File: config.mk
export PLATFORM = sky130hd
export DESIGN_NAME = romaji_to_kana_key_converter_unit_flat
export DESIGN_NICKNAME = d
export VERILOG_FILES = /design/src/r2k_pkg.sv /design/src/r2k_key_if.sv /design/src/r2k_kana_if.sv /design/src/r2k_cfg_if.sv /design/src/r2k_step.sv /design/src/romaji_to_kana_key_converter_unit.sv /design/src/flat_wrapper.sv
export VERILOG_INCLUDE_DIRS = /design/src /design/src/src
export SDC_FILE = /design/constraint.sdc
export NUM_CORES = 1
export LEC_CHECK = 0
export BUFFER_PORTS_ARGS = -buffer_cell sky130_fd_sc_hd__buf_2
export CORE_UTILIZATION = 35
export CTS_BUF_LIST = sky130_fd_sc_hd__clkbuf_2
export CTS_CLUSTER_DIAMETER = 30
export DETAILED_ROUTE_END_ITERATION = 10
export PLACE_DENSITY_LB_ADDON = 0.08
export SETUP_SLACK_MARGIN = 0.2
export SYNTH_ARGS = -nofsm -noshare
export SYNTH_HDL_FRONTEND = slang
export SYNTH_SLANG_ARGS = --single-unit
File: constraint.sdc
create_clock -name clk -period 3.9 [get_ports clk]
set_clock_uncertainty 0.1 [all_clocks]
set_input_delay 0.39 -clock clk [delete_from_list [all_inputs] [get_ports clk]]
set_output_delay 0.39 -clock clk [all_outputs]
set_load 0.1 [all_outputs]
File: src/romaji_to_kana_key_converter_unit_defines.svh
// ---------------------------------------------------------------------------
// Assertion macros for the romaji to kana key converter
// Concurrent checks on clk, disabled while rst is high.
// ---------------------------------------------------------------------------
`ifndef ROMAJI_TO_KANA_KEY_CONVERTER_UNIT_DEFINES_SVH
`define ROMAJI_TO_KANA_KEY_CONVERTER_UNIT_DEFINES_SVH

`ifndef NO_ASSERTIONS

// Same-cycle implication
`define R2K_ASSERT_NOW(label, trig, cons_) \
  label: assert property (@(posedge clk) disable iff (rst) (trig) |-> (cons_)) \
    else $error("r2k assertion failed");

// Next-cycle implication
`define R2K_ASSERT_NEXT(label, trig, cons_) \
  label: assert property (@(posedge clk) disable iff (rst) (trig) |=> (cons_)) \
    else $error("r2k assertion failed");

`else

`define R2K_ASSERT_NOW(label, trig, cons_)
`define R2K_ASSERT_NEXT(label, trig, cons_)

`endif

`endif

File: src/r2k_pkg.sv
`timescale 1ns / 1ps
// ---------------------------------------------------------------------------
// r2k_pkg
// Types, constants and kana lookup tables for the romaji to kana converter.
// ---------------------------------------------------------------------------
package r2k_pkg;

  localparam logic [7:0]  KeyFirst   = 8'h04;
  localparam logic [7:0]  KeyLast    = 8'h1d;
  localparam logic [13:0] KanaN      = 14'h3093;
  localparam logic [4:0]  LetterN    = 5'd13;
  localparam logic [4:0]  LetterQ    = 5'd16;
  localparam logic [4:0]  HeldMax    = 5'd26;
  localparam logic [6:0]  AsciiN     = 7'h6e;
  localparam logic [6:0]  AsciiBase  = 7'h60;  // 'a' minus one, held is letter + 1
  localparam int          RowCount   = 14;
  localparam int          ColCount   = 5;

  typedef enum logic [1:0] {
    PHASE_IDLE = 2'd0,
    PHASE_CONS = 2'd1,
    PHASE_N    = 2'd2
  } phase_t;

  typedef struct packed {
    phase_t     phase;
    logic [4:0] held;
  } parse_state_t;

  typedef struct packed {
    logic        has_kana;
    logic [13:0] kana_code;
    logic [6:0]  pending_letter;
  } kana_result_t;

  typedef struct packed {
    logic       valid;
    logic [3:0] row;
  } row_sel_t;

  typedef struct packed {
    logic       valid;
    logic [2:0] col;
  } vowel_sel_t;

  // rows k s t n h m y r w g z d b p, columns a i u e o; zero marks a hole
  localparam logic [13:0] KanaRows [RowCount][ColCount] = '{
    '{14'h304B, 14'h304D, 14'h304F, 14'h3051, 14'h3053},
    '{14'h3055, 14'h3057, 14'h3059, 14'h305B, 14'h305D},
    '{14'h305F, 14'h3061, 14'h3064, 14'h3066, 14'h3068},
    '{14'h306A, 14'h306B, 14'h306C, 14'h306D, 14'h306E},
    '{14'h306F, 14'h3072, 14'h3075, 14'h3078, 14'h307B},
    '{14'h307E, 14'h307F, 14'h3080, 14'h3081, 14'h3082},
    '{14'h3084, 14'h0000, 14'h3086, 14'h0000, 14'h3088},
    '{14'h3089, 14'h308A, 14'h308B, 14'h308C, 14'h308D},
    '{14'h308F, 14'h0000, 14'h0000, 14'h0000, 14'h3092},
    '{14'h304C, 14'h304E, 14'h3050, 14'h3052, 14'h3054},
    '{14'h3056, 14'h3058, 14'h305A, 14'h305C, 14'h305E},
    '{14'h3060, 14'h3062, 14'h3065, 14'h3067, 14'h3069},
    '{14'h3070, 14'h3073, 14'h3076, 14'h3079, 14'h307C},
    '{14'h3071, 14'h3074, 14'h3077, 14'h307A, 14'h307D}
  };

  localparam logic [13:0] VowelKana [ColCount] = '{
    14'h3042, 14'h3044, 14'h3046, 14'h3048, 14'h304A
  };

  function automatic row_sel_t letter_row(logic [4:0] letter);
    row_sel_t r;
    r.valid = 1'b1;
    case (letter)
      5'd1:    r.row = 4'd12;  // b
      5'd3:    r.row = 4'd11;  // d
      5'd6:    r.row = 4'd9;   // g
      5'd7:    r.row = 4'd4;   // h
      5'd10:   r.row = 4'd0;   // k
      5'd12:   r.row = 4'd5;   // m
      5'd13:   r.row = 4'd3;   // n
      5'd15:   r.row = 4'd13;  // p
      5'd17:   r.row = 4'd7;   // r
      5'd18:   r.row = 4'd1;   // s
      5'd19:   r.row = 4'd2;   // t
      5'd22:   r.row = 4'd8;   // w
      5'd24:   r.row = 4'd6;   // y
      5'd25:   r.row = 4'd10;  // z
      default: begin
        r.valid = 1'b0;
        r.row   = 4'd0;
      end
    endcase
    return r;
  endfunction

  function automatic vowel_sel_t letter_vowel(logic [4:0] letter);
    vowel_sel_t v;
    v.valid = 1'b1;
    case (letter)
      5'd0:    v.col = 3'd0;  // a
      5'd8:    v.col = 3'd1;  // i
      5'd20:   v.col = 3'd2;  // u
      5'd4:    v.col = 3'd3;  // e
      5'd14:   v.col = 3'd4;  // o
      default: begin
        v.valid = 1'b0;
        v.col   = 3'd0;
      end
    endcase
    return v;
  endfunction

  function automatic logic [13:0] pair_kana(logic [4:0] letter, logic [2:0] col);
    row_sel_t    r;
    logic [13:0] k;
    r = letter_row(letter);
    k = '0;
    if (r.valid && r.row < 4'(RowCount) && col < 3'(ColCount)) begin
      k = KanaRows[r.row][col];
    end
    return k;
  endfunction

  function automatic logic [13:0] vowel_kana(logic [2:0] col);
    logic [13:0] k;
    k = '0;
    if (col < 3'(ColCount)) begin
      k = VowelKana[col];
    end
    return k;
  endfunction

endpackage

File: src/r2k_key_if.sv
`timescale 1ns / 1ps
// ---------------------------------------------------------------------------
// r2k_key_if
// Keycode input channel: valid/ready with one HID usage code.
// ---------------------------------------------------------------------------
interface r2k_key_if;
  logic       valid;
  logic       ready;
  logic [7:0] keycode;

  modport source (output valid, output keycode, input ready);
  modport sink   (input valid, input keycode, output ready);
endinterface

File: src/r2k_kana_if.sv
`timescale 1ns / 1ps
// ---------------------------------------------------------------------------
// r2k_kana_if
// Result channel: valid/ready with kana code point and pending letter.
// ---------------------------------------------------------------------------
interface r2k_kana_if;
  logic        valid;
  logic        ready;
  logic        has_kana;
  logic [13:0] kana_code;
  logic [6:0]  pending_letter;

  modport source (output valid, output has_kana, output kana_code,
                  output pending_letter, input ready);
  modport sink   (input valid, input has_kana, input kana_code,
                  input pending_letter, output ready);
endinterface

File: src/r2k_cfg_if.sv
`timescale 1ns / 1ps
// ---------------------------------------------------------------------------
// r2k_cfg_if
// Configuration write channel for the mode register.
// ---------------------------------------------------------------------------
interface r2k_cfg_if;
  logic valid;
  logic ready;
  logic romaji_mode;

  modport source (output valid, output romaji_mode, input ready);
  modport sink   (input valid, input romaji_mode, output ready);
endinterface

File: src/r2k_step.sv
`timescale 1ns / 1ps
// ---------------------------------------------------------------------------
// r2k_step
// One parser step: keycode and current parse state to next state and result.
// ---------------------------------------------------------------------------
module r2k_step (
  input  logic                 romaji_mode,
  input  logic [7:0]           keycode,
  input  r2k_pkg::parse_state_t cur,
  output r2k_pkg::parse_state_t nxt,
  output r2k_pkg::kana_result_t res
);

  logic                is_letter;
  logic [4:0]          letter;
  r2k_pkg::vowel_sel_t vsel;
  logic                is_cons;
  logic                held_ok;
  logic                nxt_held_ok;
  logic [13:0]         kana;

  assign is_letter = (keycode >= r2k_pkg::KeyFirst) && (keycode <= r2k_pkg::KeyLast);
  assign letter    = 5'(keycode - r2k_pkg::KeyFirst);
  assign vsel      = r2k_pkg::letter_vowel(letter);
  assign is_cons   = !vsel.valid && (letter != r2k_pkg::LetterQ);
  assign held_ok   = (cur.held != 5'd0) && (cur.held <= r2k_pkg::HeldMax);

  always_comb begin
    nxt  = cur;
    kana = '0;
    if (romaji_mode && is_letter) begin
      case (cur.phase)
        r2k_pkg::PHASE_CONS: begin
          if (vsel.valid) begin
            if (held_ok) begin
              kana = r2k_pkg::pair_kana(5'(cur.held - 5'd1), vsel.col);
            end
            nxt.phase = r2k_pkg::PHASE_IDLE;
            nxt.held  = 5'd0;
          end else if (letter == r2k_pkg::LetterN) begin
            nxt.phase = r2k_pkg::PHASE_N;  // held consonant kept
          end else if (is_cons) begin
            nxt.held = 5'(letter + 5'd1);
          end
        end
        r2k_pkg::PHASE_N: begin
          if (vsel.valid) begin
            kana      = r2k_pkg::pair_kana(r2k_pkg::LetterN, vsel.col);
            nxt.phase = r2k_pkg::PHASE_IDLE;
          end else if (is_cons) begin
            kana      = r2k_pkg::KanaN;
            nxt.phase = r2k_pkg::PHASE_CONS;
            nxt.held  = 5'(letter + 5'd1);
          end
        end
        default: begin
          // idle; the unused phase code behaves the same
          if (vsel.valid) begin
            kana      = r2k_pkg::vowel_kana(vsel.col);
            nxt.phase = r2k_pkg::PHASE_IDLE;
          end else if (letter == r2k_pkg::LetterN) begin
            nxt.phase = r2k_pkg::PHASE_N;
          end else if (is_cons) begin
            nxt.phase = r2k_pkg::PHASE_CONS;
            nxt.held  = 5'(letter + 5'd1);
          end
        end
      endcase
    end
  end

  assign nxt_held_ok = (nxt.held != 5'd0) && (nxt.held <= r2k_pkg::HeldMax);

  always_comb begin
    res.has_kana  = (kana != 14'd0);
    res.kana_code = kana;
    if (nxt.phase == r2k_pkg::PHASE_CONS && nxt_held_ok) begin
      res.pending_letter = 7'(r2k_pkg::AsciiBase + 7'(nxt.held));
    end else if (nxt.phase == r2k_pkg::PHASE_N) begin
      res.pending_letter = r2k_pkg::AsciiN;
    end else begin
      res.pending_letter = 7'd0;
    end
  end

endmodule

File: src/romaji_to_kana_key_converter_unit.sv
`timescale 1ns / 1ps
// ---------------------------------------------------------------------------
// romaji_to_kana_key_converter_unit
// HID letter keys parsed as romaji into hiragana code points, one result
// per key.
// ---------------------------------------------------------------------------
//  channel  dir  payload                                   transfer when
//  key      in   keycode[7:0]                              valid && ready
//  kana     out  has_kana, kana_code[13:0], pending[6:0]   valid && ready
//  cfg      in   romaji_mode                               valid && ready
//
//  One key per cycle sustained while kana.ready holds. A key waits in the
//  input register; the parser step and the result register then update
//  together once the result stage is free, which makes the result valid.
//  The parse state loop closes through that single step, so successive
//  keys see each other's state.
//  rst is synchronous and clears mode, parse state and both valids.
//  A stalled result holds; the input register still takes a key while the
//  result waits, and input ready drops only once both stages are full.
//  cfg is always ready; a mode write also clears the parse state.
// ---------------------------------------------------------------------------
`include "romaji_to_kana_key_converter_unit_defines.svh"

module romaji_to_kana_key_converter_unit (
  input  logic           clk,
  input  logic           rst,
  r2k_key_if.sink        key,
  r2k_kana_if.source     kana,
  r2k_cfg_if.sink        cfg
);

  logic                  romaji_mode;
  r2k_pkg::parse_state_t parse_state;
  r2k_pkg::parse_state_t parse_state_next;
  r2k_pkg::kana_result_t step_res;

  logic                  in_valid;
  logic [7:0]            in_keycode;
  logic                  out_valid;
  r2k_pkg::kana_result_t out_res;

  logic                  out_free;
  logic                  advance;
  logic                  key_fire;
  logic                  cfg_fire;

  assign out_free  = !out_valid || kana.ready;
  assign advance   = in_valid && out_free;
  assign key.ready = !in_valid || advance;
  assign key_fire  = key.valid && key.ready;
  assign cfg.ready = 1'b1;
  assign cfg_fire  = cfg.valid;

  r2k_step u_step (
    .romaji_mode (romaji_mode),
    .keycode     (in_keycode),
    .cur         (parse_state),
    .nxt         (parse_state_next),
    .res         (step_res)
  );

  always_ff @(posedge clk) begin
    if (rst) begin
      in_valid          <= 1'b0;
      out_valid         <= 1'b0;
      romaji_mode       <= 1'b0;
      parse_state.phase <= r2k_pkg::PHASE_IDLE;
      parse_state.held  <= 5'd0;
    end else begin
      if (key.ready) begin
        in_valid <= key.valid;
      end
      if (advance) begin
        out_valid <= 1'b1;
      end else if (kana.ready) begin
        out_valid <= 1'b0;
      end
      if (cfg_fire) begin
        romaji_mode       <= cfg.romaji_mode;
        parse_state.phase <= r2k_pkg::PHASE_IDLE;
        parse_state.held  <= 5'd0;
      end else if (advance) begin
        parse_state <= parse_state_next;
      end
    end
  end

  always_ff @(posedge clk) begin
    if (key_fire) begin
      in_keycode <= key.keycode;
    end
    if (advance) begin
      out_res <= step_res;
    end
  end

  assign kana.valid          = out_valid;
  assign kana.has_kana       = out_res.has_kana;
  assign kana.kana_code      = out_res.kana_code;
  assign kana.pending_letter = out_res.pending_letter;

  `R2K_ASSERT_NOW(a_flag_matches_code, out_valid,
                  out_res.has_kana == (out_res.kana_code != 14'd0))
  `R2K_ASSERT_NOW(a_cons_has_held, parse_state.phase == r2k_pkg::PHASE_CONS,
                  parse_state.held != 5'd0)
  `R2K_ASSERT_NEXT(a_cfg_clears, cfg_fire,
                   parse_state.phase == r2k_pkg::PHASE_IDLE && parse_state.held == 5'd0)
  `R2K_ASSERT_NEXT(a_alpha_keeps_state, advance && !romaji_mode && !cfg_fire,
                   $stable(parse_state) && !out_res.has_kana)
  `R2K_ASSERT_NOW(a_pending_range, out_valid,
                  out_res.pending_letter == 7'd0 ||
                  (out_res.pending_letter >= 7'h61 && out_res.pending_letter <= 7'h7a))

endmodule
File: src/flat_wrapper.sv
// flat-port wrapper written by rule: the top's interface ports become plain ports
module romaji_to_kana_key_converter_unit_flat 
  (clk, rst, key_valid, key_keycode, key_ready, kana_valid, kana_has_kana, kana_kana_code, kana_pending_letter, kana_ready, cfg_valid, cfg_romaji_mode, cfg_ready);
  r2k_key_if key_i ();
  r2k_kana_if kana_i ();
  r2k_cfg_if cfg_i ();
  input  logic clk;
  input  logic rst;
  input wire logic [$bits(key_i.valid)-1:0] key_valid;
  input wire logic [$bits(key_i.keycode)-1:0] key_keycode;
  output wire logic [$bits(key_i.ready)-1:0] key_ready;
  output wire logic [$bits(kana_i.valid)-1:0] kana_valid;
  output wire logic [$bits(kana_i.has_kana)-1:0] kana_has_kana;
  output wire logic [$bits(kana_i.kana_code)-1:0] kana_kana_code;
  output wire logic [$bits(kana_i.pending_letter)-1:0] kana_pending_letter;
  input wire logic [$bits(kana_i.ready)-1:0] kana_ready;
  input wire logic [$bits(cfg_i.valid)-1:0] cfg_valid;
  input wire logic [$bits(cfg_i.romaji_mode)-1:0] cfg_romaji_mode;
  output wire logic [$bits(cfg_i.ready)-1:0] cfg_ready;
  assign key_i.valid = key_valid;
  assign key_i.keycode = key_keycode;
  assign key_ready = key_i.ready;
  assign kana_valid = kana_i.valid;
  assign kana_has_kana = kana_i.has_kana;
  assign kana_kana_code = kana_i.kana_code;
  assign kana_pending_letter = kana_i.pending_letter;
  assign kana_i.ready = kana_ready;
  assign cfg_i.valid = cfg_valid;
  assign cfg_i.romaji_mode = cfg_romaji_mode;
  assign cfg_ready = cfg_i.ready;
  romaji_to_kana_key_converter_unit u_core (.clk(clk), .rst(rst), .key(key_i), .kana(kana_i), .cfg(cfg_i));
endmodule
==> impl_metrics.toml <==
[status]
run_status = "completed"

[detailed_routing]
totalWireLength_mm = 13.9
drtIter0Drc = 393
drt.antenna.violating_nets = 0
vias_post_dr = 4248
drt_pass1_iterations = 6
detail_route.drc_violations = 0
per_cell_routed_wire_length_um = 19.7
vias_per_cell = 6.04

[sta]
fmax_mhz = 281
min_period_over_period_pct = 91.2
rsz_0062_raised_after_global_routing = "yes"
max_slew_margin_pct = 45.5
min_period_ns = 3.56
hold_violations = 0
timing_worst_slew_pin_value_ns = 0.813
setup-tns-final_ns = 0
final-max-slew-violation-count = 0
count_of_endpoints_failing_setup_in_the_final_report = 0

[clocking]
cts_htree_levels = 2
insertion_delay_to_the_later_sink_of_the_worst_skew_pair_ns = 0.41
cts-buffers-inserted = 5
clock_path_buffers = 2
cts_sinks = 34
cts_tree = "yes"
clk_transition_reported_paths_ns = 0.24
root_buffer = "sky130_fd_sc_hd__clkbuf_2"

[cells_and_area]
most-common-layout-cells = "sky130_fd_sc_hd__nor2_1, sky130_fd_sc_hd__nand2_1, sky130_fd_sc_hd__o21ai_0, sky130_fd_sc_hd__a21oi_1, sky130_fd_sc_hd__buf_4"
drive_above_1_share_pct = 19.5
flip_flop_and_latch_area_um2 = 925
combined_area_of_the_multi_input_logic_cells_um2 = 2830
instances_no_fill = 703
syn_to_final_growth_pct = 13.4
antennaDiodeCount = 0
layout_commonest_cell = "sky130_fd_sc_hd__nor2_1"
post-route-util_pct = 41.6
layout.filler_cells = 1155
finish.net_count = 600

[synthesis]
ys_seq_elements = 34
synth_sequential_area_ratio_pct = 22.8
async_reset_ff_share_pct = 0
postSynth.topFlopCell = "sky130_fd_sc_hd__edfxtp_1"
synth.yosys.warnings = 0
syn-mean-instance-area_um2 = 7.75
synthesis.instances = 522
number_of_enable_flip_flop_cells_after_synthesis = 24
post_synth_num_cell_types = 87
syn_area_um2 = 4040

[power_and_ir_drop]
power.static_leakage_nw = 1.78
seqPwrFrac_pct = 38.1
sw_share_pct = 37.5
total_switching_power_w = 0.000405
share_clk_of_total_power_pct = 30.2
power.density_nw_per_um2 = 235
p_int_w = 0.000675
irDropWorstVdd_uv = 152
power_frac_comb_pct = 31.7

[setup_path]
worstSetupEndpointType = "register"
critPathTopFamily = "compound AO/OA/AOI/OAI gates"
cpPeakStageDelay_ns = 0.49
worstPathArrival_ns = 3.65
critical_path_cell_count = 13
worst-r2r-setup-slack_ns = 0.34
path_max_fanout = 13
r2r.worst_path.cells = 13
setup.worst_path.class = "register to register"
timing.rr.start = "u_core.parse_state[2]"
startpoint = "u_core.parse_state[2]"
path_cells = "buf_4, nor2b_1, a21oi_2, ha_1, and2_1, o21ai_0, a21o_1, a32oi_1, a31oi_1, a2111oi_1, a211oi_2, nor2_1, or4b_1"
crit_end = "u_core.kana.has_kana"
critical_path.slowest_cell = "sky130_fd_sc_hd__a2111oi_1"
r2r_end = "u_core.kana.has_kana"
worstSetupStartpointType = "register"
crit_required_ns = 4.00
critical_path.n_buffers_inverters = 1

[global_route]
grt.overflow.total = 0
first_global_vias = 3787
wire_length_of_the_first_global_routing_pass_mm = 21.4
grt_antenna_before_repair = 0
global_route.usage.total_pct = 23.5
grt_max_degree = 31

[floorplanning]
die_height_um = 109
initial_core_util_pct = 36.7
fp-row-count = 38
design.die.area_um2 = 12000
floorplan.io_pins = 39
die-width_um = 109
core_area_um2 = 11000

[flow_run]
max_cap_violations = 0

[worst_hold_path]
timing.hold.worst.class = "input pin to register"

[place]
gp_routability_congestion = 0.868
place_inst = 688
place.detailed.hpwl_mm = 10.4
port_buffers = 33
==> worst min-delay path by stage <==
stage,cells after the start,endpoint,slack (ns),from
after floorplan,2,u_core.romaji_mode,0.35,u_core.romaji_mode
after global placement,2,u_core.romaji_mode,0.39,u_core.romaji_mode
after detailed placement,2,u_core.romaji_mode,0.39,u_core.romaji_mode
after CTS,1,u_core.in_keycode[4],0.008,key_keycode[4]
after global routing,1,u_core.in_keycode[5],0.001,key_keycode[5]
final,1,u_core.in_keycode[6],0.05,key_keycode[6]
==> synth_stat cells, types with 12 or more instances <==
master,n,share of area [%]
sky130_fd_sc_hd__a211oi_1,12,2.2
sky130_fd_sc_hd__nor2_1,50,4.6
sky130_fd_sc_hd__nor2b_1,14,2.2
sky130_fd_sc_hd__clkbuf_1,12,1.1
sky130_fd_sc_hd__nand3_1,16,2.0
sky130_fd_sc_hd__buf_2,12,1.5
sky130_fd_sc_hd__a21oi_1,38,4.7
sky130_fd_sc_hd__nand2b_1,13,2.0
sky130_fd_sc_hd__o21ai_0,42,5.2
sky130_fd_sc_hd__ha_1,24,7.4
sky130_fd_sc_hd__nand2_1,47,4.4
sky130_fd_sc_hd__inv_1,16,1.5
sky130_fd_sc_hd__edfxtp_1,24,18
sky130_fd_sc_hd__buf_4,15,2.8
==> sequential cells by signal, summed over array words and instances (netlist names) <==
register                    cells
u_core.kana.has_kana            1
u_core.romaji_mode              1
u_core.parse_state              7
u_core.kana.valid               1
u_core.in_valid                 1
u_core.in_keycode               8
u_core.kana.kana_code           9
u_core.kana.pending_letter      6
==> cell type report <==
class,count,area share (%)
Tap cell,140,3.82
Inverter,20,1.64
Clock inverter,3,1.50
Timing Repair Buffer,74,10.6
Sequential cell,34,20.2
Clock buffer,5,0.546
Multi-Input combinational cell,427,61.7
==> logic make-up (layout without fill, tap and decap cells) <==
family / after synthesis / after routing / synth area share (%)
muxes: 8 / 8 / 2.01
adders and majority gates: 24 / 24 / 7.43
other: 2 / 5 / 0.186
AOI/OAI and AO/OA: 186 / 186 / 32.1
buffers and inverters: 64 / 102 / 8.26
and+or+nand+nor: 194 / 194 / 25.1
DFF: 34 / 34 / 22.8
xor gates and xnor gates: 10 / 10 / 2.17
==> power groups by stage <==
stage                     clock network, W  registers (W)  logic (W)
after floorplan                          0       0.000469   0.000207
after global placement                   0       0.000419   0.000332
after detailed placement                 0       0.000419   0.000330
after CTS                         0.000336       0.000412   0.000331
after global routing              0.000350       0.000414   0.000366
final                             0.000326       0.000412   0.000342
==> what timing repair did <==
action / CTS / global route
pin swaps: 0 / 1
hold buffers: 0 / 4
endpoints found under the hold margin: 0 / 4
buffers inserted: 0 / 3
gates resized for setup: 2 / 6
setup endpoints to repair: 1 / 6
==> per-stage QoR <==
step / hold WS, ns / power, W / cell area (µm²) / setup slack (ns)
final: 0.0458 / 0.00108 / 4590 / 0.341
after global routing: 0.00135 / 0.00113 / 4590 / 0.153
after CTS: 0.00797 / 0.00108 / 4500 / 0.259
after detailed placement: 0.392 / 0.000749 / 4390 / 0.184
after global placement: 0.393 / 0.000751 / 4390 / 0.218
after floorplan: 0.352 / 0.000676 / 4060 / 0.350
==> routing by layer <==
layer | GRT usage (%) | up-vias | share of wire (%)
met5 | 0 | - | 0
met4 | 7.62 | 0 | 2.5
met3 | 2.67 | 27 | 5.3
met2 | 37.0 | 180 | 47
met1 | 33.4 | 2021 | 46
li1 | - | 2020 | -
==> worst register-to-register path, stage by stage, from the launching register on <==
cell and delay, ns:
sky130_fd_sc_hd__dfxtp_1 0.44, sky130_fd_sc_hd__buf_4 0.21, sky130_fd_sc_hd__nor2b_1 0.27, sky130_fd_sc_hd__a21oi_2 0.14, sky130_fd_sc_hd__ha_1 0.32, sky130_fd_sc_hd__and2_1 0.12, sky130_fd_sc_hd__o21ai_0 0.06, sky130_fd_sc_hd__a21o_1 0.19
sky130_fd_sc_hd__a32oi_1 0.26, sky130_fd_sc_hd__a31oi_1 0.07, sky130_fd_sc_hd__a2111oi_1 0.49, sky130_fd_sc_hd__a211oi_2 0.12, sky130_fd_sc_hd__nor2_1 0.14, sky130_fd_sc_hd__or4b_1 0.43
(Power assumes the default switching activity.)
